==> config.mk <==
export PLATFORM = sky130hd
export DESIGN_NAME = note_name_to_midi_parser_core
export DESIGN_NICKNAME = d
export VERILOG_FILES = /design/src/rtl/nnmp_pkg.sv /design/src/rtl/nnmp_step.sv /design/src/rtl/note_name_to_midi_parser_core.sv
export VERILOG_INCLUDE_DIRS = /design/src /design/src/rtl
export SDC_FILE = /design/constraint.sdc
export NUM_CORES = 1
export LEC_CHECK = 0
export ABC_CLOCK_PERIOD_IN_PS = 12600
export BUFFER_PORTS_ARGS = -buffer_cell sky130_fd_sc_hd__buf_4
export CAP_MARGIN = 25
export CORE_MARGIN = 3
export CORE_UTILIZATION = 50
export CTS_BUF_LIST = sky130_fd_sc_hd__clkbuf_2 sky130_fd_sc_hd__clkbuf_4 sky130_fd_sc_hd__clkbuf_8
export DETAILED_ROUTE_END_ITERATION = 8
export GPL_TIMING_DRIVEN = 0
export PLACE_DENSITY = 0.76
export SLEW_MARGIN = 20
export SYNTH_ARGS = -nofsm -noshare
export SYNTH_HDL_FRONTEND = slang
export SYNTH_SLANG_ARGS = --single-unit
==> constraint.sdc <==
create_clock -name clk -period 12.6 [get_ports clk]
set_input_delay 2.52 -clock clk [delete_from_list [all_inputs] [get_ports clk]]
set_output_delay 2.52 -clock clk [all_outputs]
set_load 0.01 [all_outputs]
==> src/rtl/note_name_to_midi_parser_core_macros.svh <==
// Assertion macros for the note name parser.
`ifndef NOTE_NAME_TO_MIDI_PARSER_CORE_MACROS_SVH
`define NOTE_NAME_TO_MIDI_PARSER_CORE_MACROS_SVH

// Same-cycle implication, sampled on clk, off during reset.
`define NNMP_ASSERT_IMP(lbl, ante, cons, msg) \
    lbl: assert property (@(posedge clk) disable iff (!rst_n) (ante) |-> (cons)) \
        else $error(msg);

// Next-cycle implication, sampled on clk, off during reset.
`define NNMP_ASSERT_NXT(lbl, ante, cons, msg) \
    lbl: assert property (@(posedge clk) disable iff (!rst_n) (ante) |=> (cons)) \
        else $error(msg);

`endif

==> src/rtl/nnmp_pkg.sv <==
// Types, character codes and helpers shared by the note name parser.
package nnmp_pkg;

    typedef enum logic [1:0] {
        PH_LETTER,
        PH_ACCID,
        PH_OCTAVE,
        PH_DONE
    } phase_t;

    typedef struct packed {
        phase_t             phase;
        logic signed [7:0]  pitch;
        logic [7:0]         octave;
        logic               negative;
    } parse_state_t;

    typedef struct packed {
        logic       emit;
        logic       bad;
        logic [6:0] note;
    } step_result_t;

    typedef struct packed {
        logic       valid;
        logic [3:0] pitch;
    } letter_t;

    localparam logic [15:0] CHAR_NUL     = 16'h0000;
    localparam logic [15:0] CHAR_SPACE   = 16'h0020;
    localparam logic [15:0] CHAR_HASH    = 16'h0023;
    localparam logic [15:0] CHAR_MINUS   = 16'h002D;
    localparam logic [15:0] CHAR_ZERO    = 16'h0030;
    localparam logic [15:0] CHAR_NINE    = 16'h0039;
    localparam logic [15:0] CHAR_LOWER_B = 16'h0062;

    localparam logic signed [7:0] PITCH_MAX  = 8'sd127;
    localparam logic signed [7:0] PITCH_MIN  = -8'sd127;
    localparam logic [7:0]        OCTAVE_MAX = 8'd255;
    localparam logic [6:0]        NOTE_MAX   = 7'd127;

    localparam logic signed [5:0] OFFSET_RESET = -6'sd12;

    localparam parse_state_t STATE_RESET = '{
        phase:    PH_LETTER,
        pitch:    8'sd0,
        octave:   8'd0,
        negative: 1'b0
    };

    function automatic letter_t letter_pitch(input logic [15:0] c);
        letter_t r;
        r = '{valid: 1'b1, pitch: 4'd0};
        unique case (c)
            16'h0043, 16'h0063: r.pitch = 4'd0;
            16'h0044, 16'h0064: r.pitch = 4'd2;
            16'h0045, 16'h0065: r.pitch = 4'd4;
            16'h0046, 16'h0066: r.pitch = 4'd5;
            16'h0047, 16'h0067: r.pitch = 4'd7;
            16'h0041, 16'h0061: r.pitch = 4'd9;
            16'h0042, 16'h0062: r.pitch = 4'd11;
            default:            r.valid = 1'b0;
        endcase
        return r;
    endfunction

endpackage

==> src/rtl/nnmp_step.sv <==
// Per-character parse step: next parse state and the result it may give.
module nnmp_step (
    input  nnmp_pkg::parse_state_t cur_state,
    input  logic [15:0]            char_code,
    input  logic                   first_char,
    input  logic signed [5:0]      note_offset,
    output nnmp_pkg::parse_state_t next_state,
    output nnmp_pkg::step_result_t result
);

    nnmp_pkg::parse_state_t st;
    nnmp_pkg::letter_t      letter;
    logic                   is_digit;
    logic                   is_space;
    logic                   in_octave;
    logic [11:0]            oct12;
    logic signed [13:0]     oct_signed;
    logic signed [13:0]     note_full;
    logic [11:0]            oct_acc;

    assign st       = first_char ? nnmp_pkg::STATE_RESET : cur_state;
    assign letter   = nnmp_pkg::letter_pitch(char_code);
    assign is_digit = (char_code >= nnmp_pkg::CHAR_ZERO) && (char_code <= nnmp_pkg::CHAR_NINE);
    assign is_space = (char_code == nnmp_pkg::CHAR_SPACE);

    // octave * 12 and signed note
    assign oct12      = {1'b0, st.octave, 3'b000} + {2'b00, st.octave, 2'b00};
    assign oct_signed = st.negative ? -$signed({2'b00, oct12}) : $signed({2'b00, oct12});
    assign note_full  = oct_signed + {{6{st.pitch[7]}}, st.pitch}
                      - {{8{note_offset[5]}}, note_offset};

    // octave * 10 + digit
    assign oct_acc = {1'b0, st.octave, 3'b000} + {3'b000, st.octave, 1'b0}
                   + {8'd0, char_code[3:0]};

    always_comb
    begin
        next_state = st;
        result     = '{emit: 1'b0, bad: 1'b0, note: 7'd0};
        in_octave  = 1'b0;

        unique case (st.phase)
            nnmp_pkg::PH_LETTER:
            begin
                if (!is_space)
                begin
                    if (letter.valid)
                    begin
                        next_state.pitch = $signed({4'b0000, letter.pitch});
                        next_state.phase = nnmp_pkg::PH_ACCID;
                    end
                    else
                    begin
                        result.emit = 1'b1;
                        result.bad  = 1'b1;
                    end
                end
            end
            nnmp_pkg::PH_ACCID:
            begin
                priority if (is_space)
                begin
                end
                else if (char_code == nnmp_pkg::CHAR_HASH)
                begin
                    if (st.pitch < nnmp_pkg::PITCH_MAX)
                        next_state.pitch = st.pitch + 8'sd1;
                end
                else if (char_code == nnmp_pkg::CHAR_LOWER_B)
                begin
                    if (st.pitch > nnmp_pkg::PITCH_MIN)
                        next_state.pitch = st.pitch - 8'sd1;
                end
                else if (char_code == nnmp_pkg::CHAR_MINUS || is_digit)
                begin
                    next_state.phase = nnmp_pkg::PH_OCTAVE;
                    in_octave        = 1'b1;
                end
                else
                begin
                    result.emit = 1'b1;
                    result.bad  = 1'b1;
                end
            end
            nnmp_pkg::PH_OCTAVE:
                in_octave = 1'b1;
            nnmp_pkg::PH_DONE:
            begin
            end
            default:
            begin
            end
        endcase

        if (in_octave)
        begin
            priority if (is_space || char_code == nnmp_pkg::CHAR_NUL)
            begin
                result.emit = 1'b1;
                if (note_full < 14'sd0 || note_full > $signed({7'd0, nnmp_pkg::NOTE_MAX}))
                    result.bad = 1'b1;
                else
                    result.note = note_full[6:0];
            end
            else if (char_code == nnmp_pkg::CHAR_MINUS)
                next_state.negative = 1'b1;
            else if (is_digit)
                next_state.octave = (oct_acc > {4'd0, nnmp_pkg::OCTAVE_MAX})
                                  ? nnmp_pkg::OCTAVE_MAX : oct_acc[7:0];
            else
            begin
                result.emit = 1'b1;
                result.bad  = 1'b1;
            end
        end

        if (result.emit)
            next_state.phase = nnmp_pkg::PH_DONE;
    end

endmodule

==> src/rtl/note_name_to_midi_parser_core.sv <==
// Note name parser: stream of characters in, MIDI note numbers out.
// Path: each word is held in the input register, and its result in the result register.
// Throughput: 1 word per cycle while the output is not stalled, set by the
// combinational parse step between the input register and the result register.
// Reset: async active low; parse state to letter phase, note_offset to -12.
// Reset clears both register stages, so no word or result survives it.
`include "note_name_to_midi_parser_core_macros.svh"

module note_name_to_midi_parser_core (
    input  logic        clk,
    input  logic        rst_n,

    input  logic        s_axis_tvalid,
    output logic        s_axis_tready,
    input  logic [15:0] s_axis_tdata,   // [15:0] char_code
    input  logic        s_axis_tuser,   // [0] first_char

    output logic        m_axis_tvalid,
    input  logic        m_axis_tready,
    output logic [7:0]  m_axis_tdata,   // [6:0] note_number, [7] zero
    output logic        m_axis_tuser,   // [0] invalid

    input  logic        cfg_valid,
    output logic        cfg_ready,
    input  logic [5:0]  cfg_data        // [5:0] note_offset
);

    logic                   in_valid_reg;
    logic [15:0]            in_char_reg;
    logic                   in_first_reg;
    logic                   out_valid_reg;
    logic [6:0]             out_note_reg;
    logic                   out_invalid_reg;
    logic signed [5:0]      offset_reg;
    nnmp_pkg::parse_state_t state_reg;
    nnmp_pkg::parse_state_t state_next;
    nnmp_pkg::step_result_t step_res;
    logic                   out_free;
    logic                   proc;

    assign out_free      = !out_valid_reg || m_axis_tready;
    assign proc          = in_valid_reg && out_free;
    assign s_axis_tready = !in_valid_reg || proc;
    assign cfg_ready     = 1'b1;

    nnmp_step u_step (
        .cur_state   (state_reg),
        .char_code   (in_char_reg),
        .first_char  (in_first_reg),
        .note_offset (offset_reg),
        .next_state  (state_next),
        .result      (step_res)
    );

    always_ff @(posedge clk or negedge rst_n)
    begin
        if (!rst_n)
        begin
            in_valid_reg  <= 1'b0;
            out_valid_reg <= 1'b0;
            state_reg     <= nnmp_pkg::STATE_RESET;
            offset_reg    <= nnmp_pkg::OFFSET_RESET;
        end
        else
        begin
            if (s_axis_tready)
                in_valid_reg <= s_axis_tvalid;
            if (proc)
                state_reg <= state_next;
            if (out_free)
                out_valid_reg <= proc && step_res.emit;
            if (cfg_valid && cfg_ready)
                offset_reg <= $signed(cfg_data);
        end
    end

    always_ff @(posedge clk)
    begin
        if (s_axis_tready && s_axis_tvalid)
        begin
            in_char_reg  <= s_axis_tdata;
            in_first_reg <= s_axis_tuser;
        end
        if (proc && step_res.emit)
        begin
            out_note_reg    <= step_res.note;
            out_invalid_reg <= step_res.bad;
        end
    end

    assign m_axis_tvalid = out_valid_reg;
    assign m_axis_tdata  = {1'b0, out_note_reg};
    assign m_axis_tuser  = out_invalid_reg;

    `NNMP_ASSERT_IMP(a_bad_note_zero, m_axis_tvalid && m_axis_tuser, m_axis_tdata[6:0] == 7'd0, "invalid result carries a nonzero note")
    `NNMP_ASSERT_NXT(a_emit_to_done, proc && step_res.emit, state_reg.phase == nnmp_pkg::PH_DONE, "result given but parser not done")
    `NNMP_ASSERT_IMP(a_done_silent, proc && !in_first_reg && state_reg.phase == nnmp_pkg::PH_DONE, !step_res.emit, "result given in done phase")
    `NNMP_ASSERT_IMP(a_pitch_range, 1'b1, state_reg.pitch != -8'sd128, "pitch accumulator out of range")
    `NNMP_ASSERT_NXT(a_no_drop, proc && step_res.emit, m_axis_tvalid, "result lost on its way out")

endmodule
Yosys cells after proc, flatten, opt, wreduce, memory -nomap -nowiden
Index checks and enable logic that the tools add are counted.
Word-level totals
  flip-flop bits (word level): 52
  bits of input ports: 28
  output and inout port bits: 12
  logic and storage cells: 109
Cells by class
  $add $sub $neg: 8
  $lt $le $gt $ge: 7
  equal/unequal tests: 19
  muxes and demuxes: 41
  bitwise operators: 2
  reductions and logical operators: 21
Operators by type and width (count)
  $eq A16 B7 Y1 const B: 14
  $mux W8: 7
  $eq A16 B6 Y1 const B: 3
  $mux W10: 3
  $mux W9: 3
  $mux W2: 13
  $pmux W4 S6: 1
  $pmux W10 S2: 1
  $mux W19: 1
  $ge A16 B6 Y1 const B: 1
  $le A16 B6 Y1 const B: 1
  $logic_not A16 Y1: 1
  $add A14 B14 Y14: 1
  $gt A14 B8 Y1 const B: 1
  $lt A14 B1 Y1 const B: 1
  $mux W14: 1
  $mux W7: 2
  $neg A12 Y14: 1
  $reduce_or A14 Y1: 1
  $sub A14 B14 Y14: 1
  $add A11 B10 Y12: 1
  $add A11 B9 Y12: 1
  $add A12 B4 Y12: 1
  $gt A12 B8 Y1 const B: 1
  16 further kinds: 36

Depth between registers and ports, before layout
Gate-level depths: netlist of run 1.
  depth in word-level cells: 13
  gate-level depth with buffers: 24
  gate-level depth less buffers: 21

Cells and area by module
Synthesis of run 1 repeated with hierarchy kept, for this count alone.
Second synthesis, totals
  cells, all modules: 558
  area total of the unflattened synthesis: 5157.4 um^2
By module, submodules not included
  nnmp_step: instances 1, cells an instance 466, area an instance 3300.7 um^2, sequential area each 0.0 um^2
  note_name_to_midi_parser_core: instances 1, cells an instance 92, area an instance 1856.8 um^2, sequential area each 1430.1 um^2

Worst setup path before layout of run 1
No wires, ideal clock.
  path type: register to register
  start: register in_first_reg
  end: register out_invalid_reg (netlist: m_axis_tuser) (data pin)
  library setup time: 269 ps
  arrival time: 5335 ps
  required time: 12331 ps
  slack: 6997 ps
  cell stages (with the launch flop): 25
  path buffers: 4
  clock period less this slack: 5603 ps
  cell sequence: edfxtp_1 -> buf_2 -> buf_2 -> buf_1 -> buf_1 -> nor2_1 -> ha_1 -> ha_1 -> o21a_2 -> o22a_4 -> mux2i_4 -> nand4_4 -> a2111oi_4 -> nor2_1 -> xnor2_1 -> fa_1 -> ha_1 -> a21oi_1 -> nor2_1 -> nor3b_1 -> o211ai_1 -> a21oi_2 -> nand4_4 -> a2111oi_2 -> a211oi_1
RTL lines
  from (decl): RTL line note_name_to_midi_parser_core.sv:30  | logic in_first_reg;
  from (signal assigned): RTL line note_name_to_midi_parser_core.sv:82  | in_first_reg <= s_axis_tuser;
  to (signal assigned): RTL line note_name_to_midi_parser_core.sv:87  | out_invalid_reg <= step_res.bad;
  to (decl): RTL line note_name_to_midi_parser_core.sv:33  | logic out_invalid_reg;

==> metrics.txt, run 1 <==
crit path max fanout 10; worst rel slew slack a little over two fifths; Worst-Skew Late Latency ~0.32 ns; post-synthesis async set-or-reset flop share 51.9%; pin count of the biggest net entering global routing 28; Die W about 110 um; Synth Instances about 550; cell area after synthesis slightly above 5000 sq um; Min-Delay Path Class reg -> reg; initial antenna violation count 0; Max Cap Viol 0; FP Rows 36; largest cells by area after synthesis edfxtp_1 15%, dfrtp_1 12%, ha_1 8.8%, fa_1 5.1%, xnor2_1 3.6%; internal power ~0.00030 W; Clk pwr share 22.4%; count leader, synth nor2_1; Setup CP Type reg -> reg; vias in the first global route ~4,200; Finish-stage setup viols 0; post-CTS setup buffers 0; Slew Viols, Final 0; Final Skew 0.0127 ns; RePlAce Congestion approximately 0.9; Yosys top cell by area edfxtp_1; Post-CTS Hold Buffers 0; starting DRC count in detailed routing 240; post-synth cell types between 90 and 100; Die ar. approximately 11,000 sq um; Syn Area/Cell about 9.3 sq um; combinational share of power between 30% and 40%; endpoint type of the worst setup path flop; number of enable flip-flop cells after synthesis 25; TritonCTS clock tree yes; Die Y roughly 110 um; ant diodes 0; Top-Level Pins 40; vias per inst approximately 5.8; Clk pin slew, worst setup/hold paths 0.10 ns; starting density of the core 51.8%; static leakage roughly 2.4 nW; minimum clock period between 7 and 8 ns; TritonRoute pass-1 iters 5; Largest register FFs 19; commonest cells in the netlist 43 x nor2_1, 40 x inv_1, 36 x ha_1, 34 x nand2_1; post_cts resized 0; DRC viols 0; IO Port Bufs 37; Sw Share 34.6%; Seq/Total Area, Yosys between 20% and 30%; clk sinks 52; CP Launch Type flop; TritonCTS Buffers 5; top-area cell type share of the netlist area around 15%; Final Hold Viols 0; sum of negative setup slack 0 ns; via count about 4,200; Max clock buf depth 2; area of the core a little under 10,000 sq um; Layout fillers approximately 860; Synth Flop Type edfxtp_1; Tcrit/Tclk final a little under three fifths; actual slew at the worst max-slew pin 0.850 ns; Layout Nets ~670; Power Total between 0.0004 and 0.0005 W; sequential power share 45.9%; RSZ-0062 raised after global routing no; WL per Instance ~15 um; VDD IR max between 0.00008 and 0.00009 V; Area growth syn-to-layout 10.7%; Tot GR Track Use 20.7%; Yosys reg bits 52; fmax 0.140 GHz; synth warn 0; Worst EP required approximately 13 ns; first-pass GRT wire length 19,600 um; Arrival @ worst endpoint roughly 7.2 ns; GR Overflow Total 0; run status finished clean; Post-Route WL approximately 11,000 um; Antenna Nets Post-Route 0; Synth Net Count ~630; NetSw between 0.00015 and 0.0002 W; post-detail-place hpwl 9010 um; Pwr per Cell Area about 82 nW/um^2; Root Driver clkbuf_8; layout cells sized above 1 between 10% and 20%; H-tree levels 2
[through the flow]
| step | cells | setup WS, ns | area (sq um) | utilization, % | hold WS (ns) |
|---|---|---|---|---|---|
| final | 730 | 5.48 | 5660 | 57.4 | 0.512 |
| after global routing | 730 | 5.14 | 5660 | 57.4 | 0.549 |
| after CTS | 730 | 5.57 | 5660 | 57.4 | 0.513 |
| after detailed placement | 722 | 5.65 | 5560 | 56.4 | 0.489 |
| after global placement | 721 | 5.69 | 5560 | 56.3 | 0.482 |
| after floorplan | 551 | 7.00 | 5110 | - | 0.465 |
[cells in the final DEF (no fill, tap or decap), types with 7 or more instances in the layout]
cell	n
buf_2	7
a21oi_1	31
dfrtp_1	24
o21ai_0	31
nor3_1	12
edfxtp_1	25
xor2_1	9
nor4_1	10
a22o_1	9
a21o_1	9
ha_1	36
o21a_1	7
nor2b_1	10
nand2_1	34
and2_1	9
nor2_1	43
fa_1	13
nand3_1	11
nand2b_1	12
inv_1	40
xnor2_1	21
buf_4	42
clkbuf_1	7
[layer usage]
layer	wire [um]	share of wire [%]	up-vias	global-route usage, %
li1	-	-	2089	-
met1	5020	44	1998	27.9
met2	5520	49	127	34.8
met3	619	5.5	11	3.13
met4	120	1.1	0	5.39
met5	0	0	-	0
[critical path: stages (launching register included)]
cell and delay (ns):
edfxtp_1 0.46, buf_2 0.29, buf_2 0.28, buf_1 0.48, buf_1 0.47, nor2_1 0.14
ha_1 0.29, ha_1 0.30, o21a_2 0.24, o22a_4 0.25, mux2i_4 0.23, nand4_4 0.12
a2111oi_4 0.47, nor2_1 0.10, xnor2_1 0.18, fa_1 0.44, ha_1 0.39, a21oi_1 0.18
nor2_1 0.08, nor3b_1 0.39, o211ai_1 0.20, a21oi_2 0.18, nand4_4 0.20, a2111oi_2 0.36
a211oi_1 0.13
[power groups by stage]
stage / sequential, W / combinational, W / clock, W
CTS: 0.000213 / 0.000145 / 0.000105
global placement: 0.000216 / 0.000141 / 0
finish: 0.000213 / 0.000147 / 0.000104
detailed placement: 0.000216 / 0.000144 / 0
global route: 0.000215 / 0.000161 / 0.000115
floorplan: 0.000218 / 0.0000926 / 0
[final timing paths]
| path | start | end | cells after the start | slack (ns) |
|---|---|---|---|---|
| setup / recovery | in_first_reg | m_axis_tuser | 24 | 5.48 |
| hold / removal | state_reg[1] | state_reg[1] | 1 | 0.51 |
| setup reg to reg | in_first_reg | m_axis_tuser | 24 | 5.48 |
| hold reg to reg | state_reg[1] | state_reg[1] | 1 | 0.51 |
| max in group asynchronous | rst_n | offset_reg[2] | 1 | 10.18 |
| min in group asynchronous | rst_n | state_reg[15] | 1 | 2.11 |
[kinds of logic (layout without fill, tap and decap cells)]
logic type	Yosys count	in the layout	synth area share [%]
buffers and inverters	65	111	6.14
and+or+nand+nor	193	193	22.3
muxes	7	7	1.74
DFF	52	52	28.0
adders and majority gates	49	49	13.9
xor gates and xnor gates	33	33	6.46
AOI/OAI and AO/OA	150	150	21.4
other	2	2	0.147
[layout make-up]
class                   count  area [sq um]  area share [%]
clock inverters             2          13.8           0.243
flip-flops and latches     52          1430            25.3
plain buffers              24           146            2.59
multi-input cells         434          3370            59.5
well taps                 133           166            2.94
inverters                  41           168            2.96
clock buffers               6          82.6            1.46
repair buffers             38           283            5.00
Note: power is estimated with default switching activity, not from simulation.
==> inputs of run 2 (changes only) <==
--- a/config.mk
+++ b/config.mk
@@ -6,7 +6,7 @@
 export SDC_FILE = /design/constraint.sdc
 export NUM_CORES = 1
 export LEC_CHECK = 0
-export ABC_CLOCK_PERIOD_IN_PS = 12600
+export ABC_CLOCK_PERIOD_IN_PS = 6900
 export BUFFER_PORTS_ARGS = -buffer_cell sky130_fd_sc_hd__buf_4
 export CAP_MARGIN = 25
 export CORE_MARGIN = 3
==> constraint.sdc (replaced) <==
create_clock -name clk -period 6.9 [get_ports clk]
set_input_delay 1.38 -clock clk [delete_from_list [all_inputs] [get_ports clk]]
set_output_delay 1.38 -clock clk [all_outputs]
set_load 0.01 [all_outputs]
==> run 2 against run 1 <==
Net effect: sequential power is 83% higher; clock power is 82% higher; global-route usage stayed put; power is 82% higher; maximum frequency is 9.4% higher; first-iteration DRC count is 16% higher; sequential share of layout area stayed put.
==> metrics.txt, run 2 (same netlist as run 1, synthesis figures left out) <==
run status finished clean; endpoint type of the worst setup path flop; worst setup slack after layout 0.396 ns (-5.09 ns); worst hold path depth 1 (unchanged); worst r2r dst m_axis_tuser; DP Worst Slack -0.0488 ns (-5.70 ns); pin count of the biggest net entering global routing 28 (unchanged); Arrival @ worst endpoint 6.57 ns (-0.61 ns); Die W 107 um (unchanged); Setup CP Type reg -> reg; area of the core 9860 sq um (unchanged); hold endpoint state_reg[1]; WL per Instance 15.4 um (-0.28%); worst r2r src in_first_reg; VDD IR max 0.000159 V (+82%); minimum clock period 6.50 ns (-0.613 ns); static leakage 2.44 nW (about the same); TritonCTS clock tree yes; post-detail-place hpwl 9010 um (unchanged); RePlAce Congestion 0.904 (unchanged); Worst-Skew Late Latency 0.32 ns (about the same); Pwr per Cell Area 149 nW/um^2 (+82%); Worst EP required 6.97 ns (-5.70 ns); Power Total 0.000844 W (+82%); worst hold start state_reg[1]; Post-CTS Hold Buffers 0 (unchanged); vias per inst 5.78 (about the same); Max clock buf depth 2 (unchanged); CP Launch Type flop; fmax 0.154 GHz (+9.4%); Min-Delay Path Class reg -> reg; layout cells sized above 1 19.0% (+0.20 points); H-tree levels 2 (unchanged); Antenna Nets Post-Route 0 (unchanged); initial antenna violation count 0 (unchanged); actual slew at the worst max-slew pin 0.845 ns (-0.00568 ns); commonest cells after routing, fill and taps aside 43 x nor2_1, 42 x buf_4, 40 x inv_1, 36 x ha_1, 34 x nand2_1; ant diodes 0 (unchanged); Root Driver clkbuf_8; Die Y 107 um (unchanged); Largest register FFs 19 (unchanged); Top-Level Pins 40 (unchanged); crit path max fanout 19 (+9); worst reg-to-reg path cell count 23 (-4.2%); post-CTS setup buffers 0 (unchanged); clk sinks 52 (unchanged); via count 4,216 (-0.21%); TritonCTS Buffers 5 (unchanged); Layout fillers 861 (-0.12%); Post-Route WL 11,200 um (-0.42%); most common cell after layout, fill and taps aside nor2_1; Finish-stage setup viols 0 (unchanged); FF-to-FF setup slack 0.40 ns (-5.09 ns); vias in the first global route 4,169 (unchanged); Slew Viols, Final 0 (unchanged); RSZ-0062 raised after global routing no; Tot GR Track Use 20.7% (unchanged); Final Skew 0.0137 ns (+0.000969 ns); Tcrit/Tclk final 94.3% (+38 points); Die ar. 11,500 sq um (unchanged); Area growth syn-to-layout 10.7% (unchanged); IO Port Bufs 37 (unchanged); starting DRC count in detailed routing 278 (+16%); worst rel slew slack 43.5% (+0.38 points); starting density of the core 51.8% (unchanged); DRC viols 0 (unchanged); first-pass GRT wire length 19,600 um (about the same); Final Hold Viols 0 (unchanged); TritonRoute pass-1 iters 5 (unchanged); Layout Nets 672 (-0.15%); Max Cap Viol 0 (unchanged); FP Rows 36 (unchanged); Clk pin slew, worst setup/hold paths 0.10 ns (about the same); GR Overflow Total 0 (unchanged)
==> run 2: power by group <==
| part | switching (W) | total (W) | internal (W) |
|---|---|---|---|
| Clock | 0.000107 | 0.000189 | 0.0000822 |
| Combinational | 0.000164 | 0.000267 | 0.000102 |
| Sequential | 0.0000193 | 0.000389 | 0.000369 |
| Total | 0.000290 | 0.000844 | 0.000554 |
==> run 2: critical path, cell delays in order (launching register included) <==
cell and delay (ns):
edfxtp_1 0.46, buf_2 0.29, buf_2 0.28, clkbuf_4 0.35, nor2_1 0.11, ha_1 0.27
ha_1 0.30, o21a_2 0.24, o22a_4 0.25, mux2i_4 0.23, nand4_4 0.12, a2111oi_4 0.47
nor2_1 0.10, xnor2_1 0.18, fa_1 0.44, ha_1 0.39, a21oi_1 0.18, nor2_1 0.08
nor3b_1 0.44, o211ai_1 0.20, a21oi_2 0.18, nand4_4 0.20, a2111oi_2 0.35, a211oi_1 0.12
==> run 2: worst max-delay path by stage <==
| stage | startpoint | endpoint | slack (ns) | cells past startpoint |
|---|---|---|---|---|
| 6_report | in_first_reg | m_axis_tuser | 0.40 | 23 |
| 4_1_cts | in_first_reg | m_axis_tuser | 0.08 | 24 |
| 5_1_grt | in_first_reg | m_axis_tuser | 0.09 | 23 |
| 2_1_floorplan | in_first_reg | m_axis_tuser | 1.30 | 24 |
| 3_3_place_gp | in_first_reg | m_axis_tuser | -0.01 | 24 |
| 3_5_place_dp | in_first_reg | m_axis_tuser | -0.05 | 24 |
==> run 2: what timing repair did <==
item / 4_1_cts / 5_1_grt
hold endpoints to repair: 0 / 0
resized for setup: 1 / 1
setup endpoints to repair: 1 / 8
gates cloned: 0 / 0
==> run 2: through the flow <==
| step | setup TNS (ns) | std cells | area [sq um] | hold slack, ns | utilization (%) |
|---|---|---|---|---|---|
| after floorplan | 0 | 551 | 5110 | 0.465 | - |
| after global placement | -0.0144 | 721 | 5560 | 0.482 | 56.3 |
| after detailed placement | -0.0488 | 722 | 5560 | 0.489 | 56.4 |
| after CTS | 0 | 730 | 5660 | 0.513 | 57.4 |
| after global routing | 0 | 729 | 5660 | 0.549 | 57.4 |
| final | 0 | 729 | 5660 | 0.512 | 57.4 |
==> run 2: final cells by class <==
class / count / area [sq um] / share of cell area (%)
multi-input combinational: 434 / 3370 / 59.5
sequential: 52 / 1430 / 25.3
timing repair buffer: 38 / 283 / 5.00
inverter: 41 / 168 / 2.96
tap: 133 / 166 / 2.94
buffer: 23 / 146 / 2.59
clock buffer: 6 / 82.6 / 1.46
clock inverter: 2 / 13.8 / 0.243
==> run 2: metal layers <==
layer | vias up | track usage, % | wire length, um
met2 | 117 | 34.9 | 5500
met5 | - | 0 | 0
li1 | 2087 | - | -
met1 | 2001 | 28.0 | 5040
met3 | 11 | 3.01 | 563
met4 | 0 | 5.30 | 128
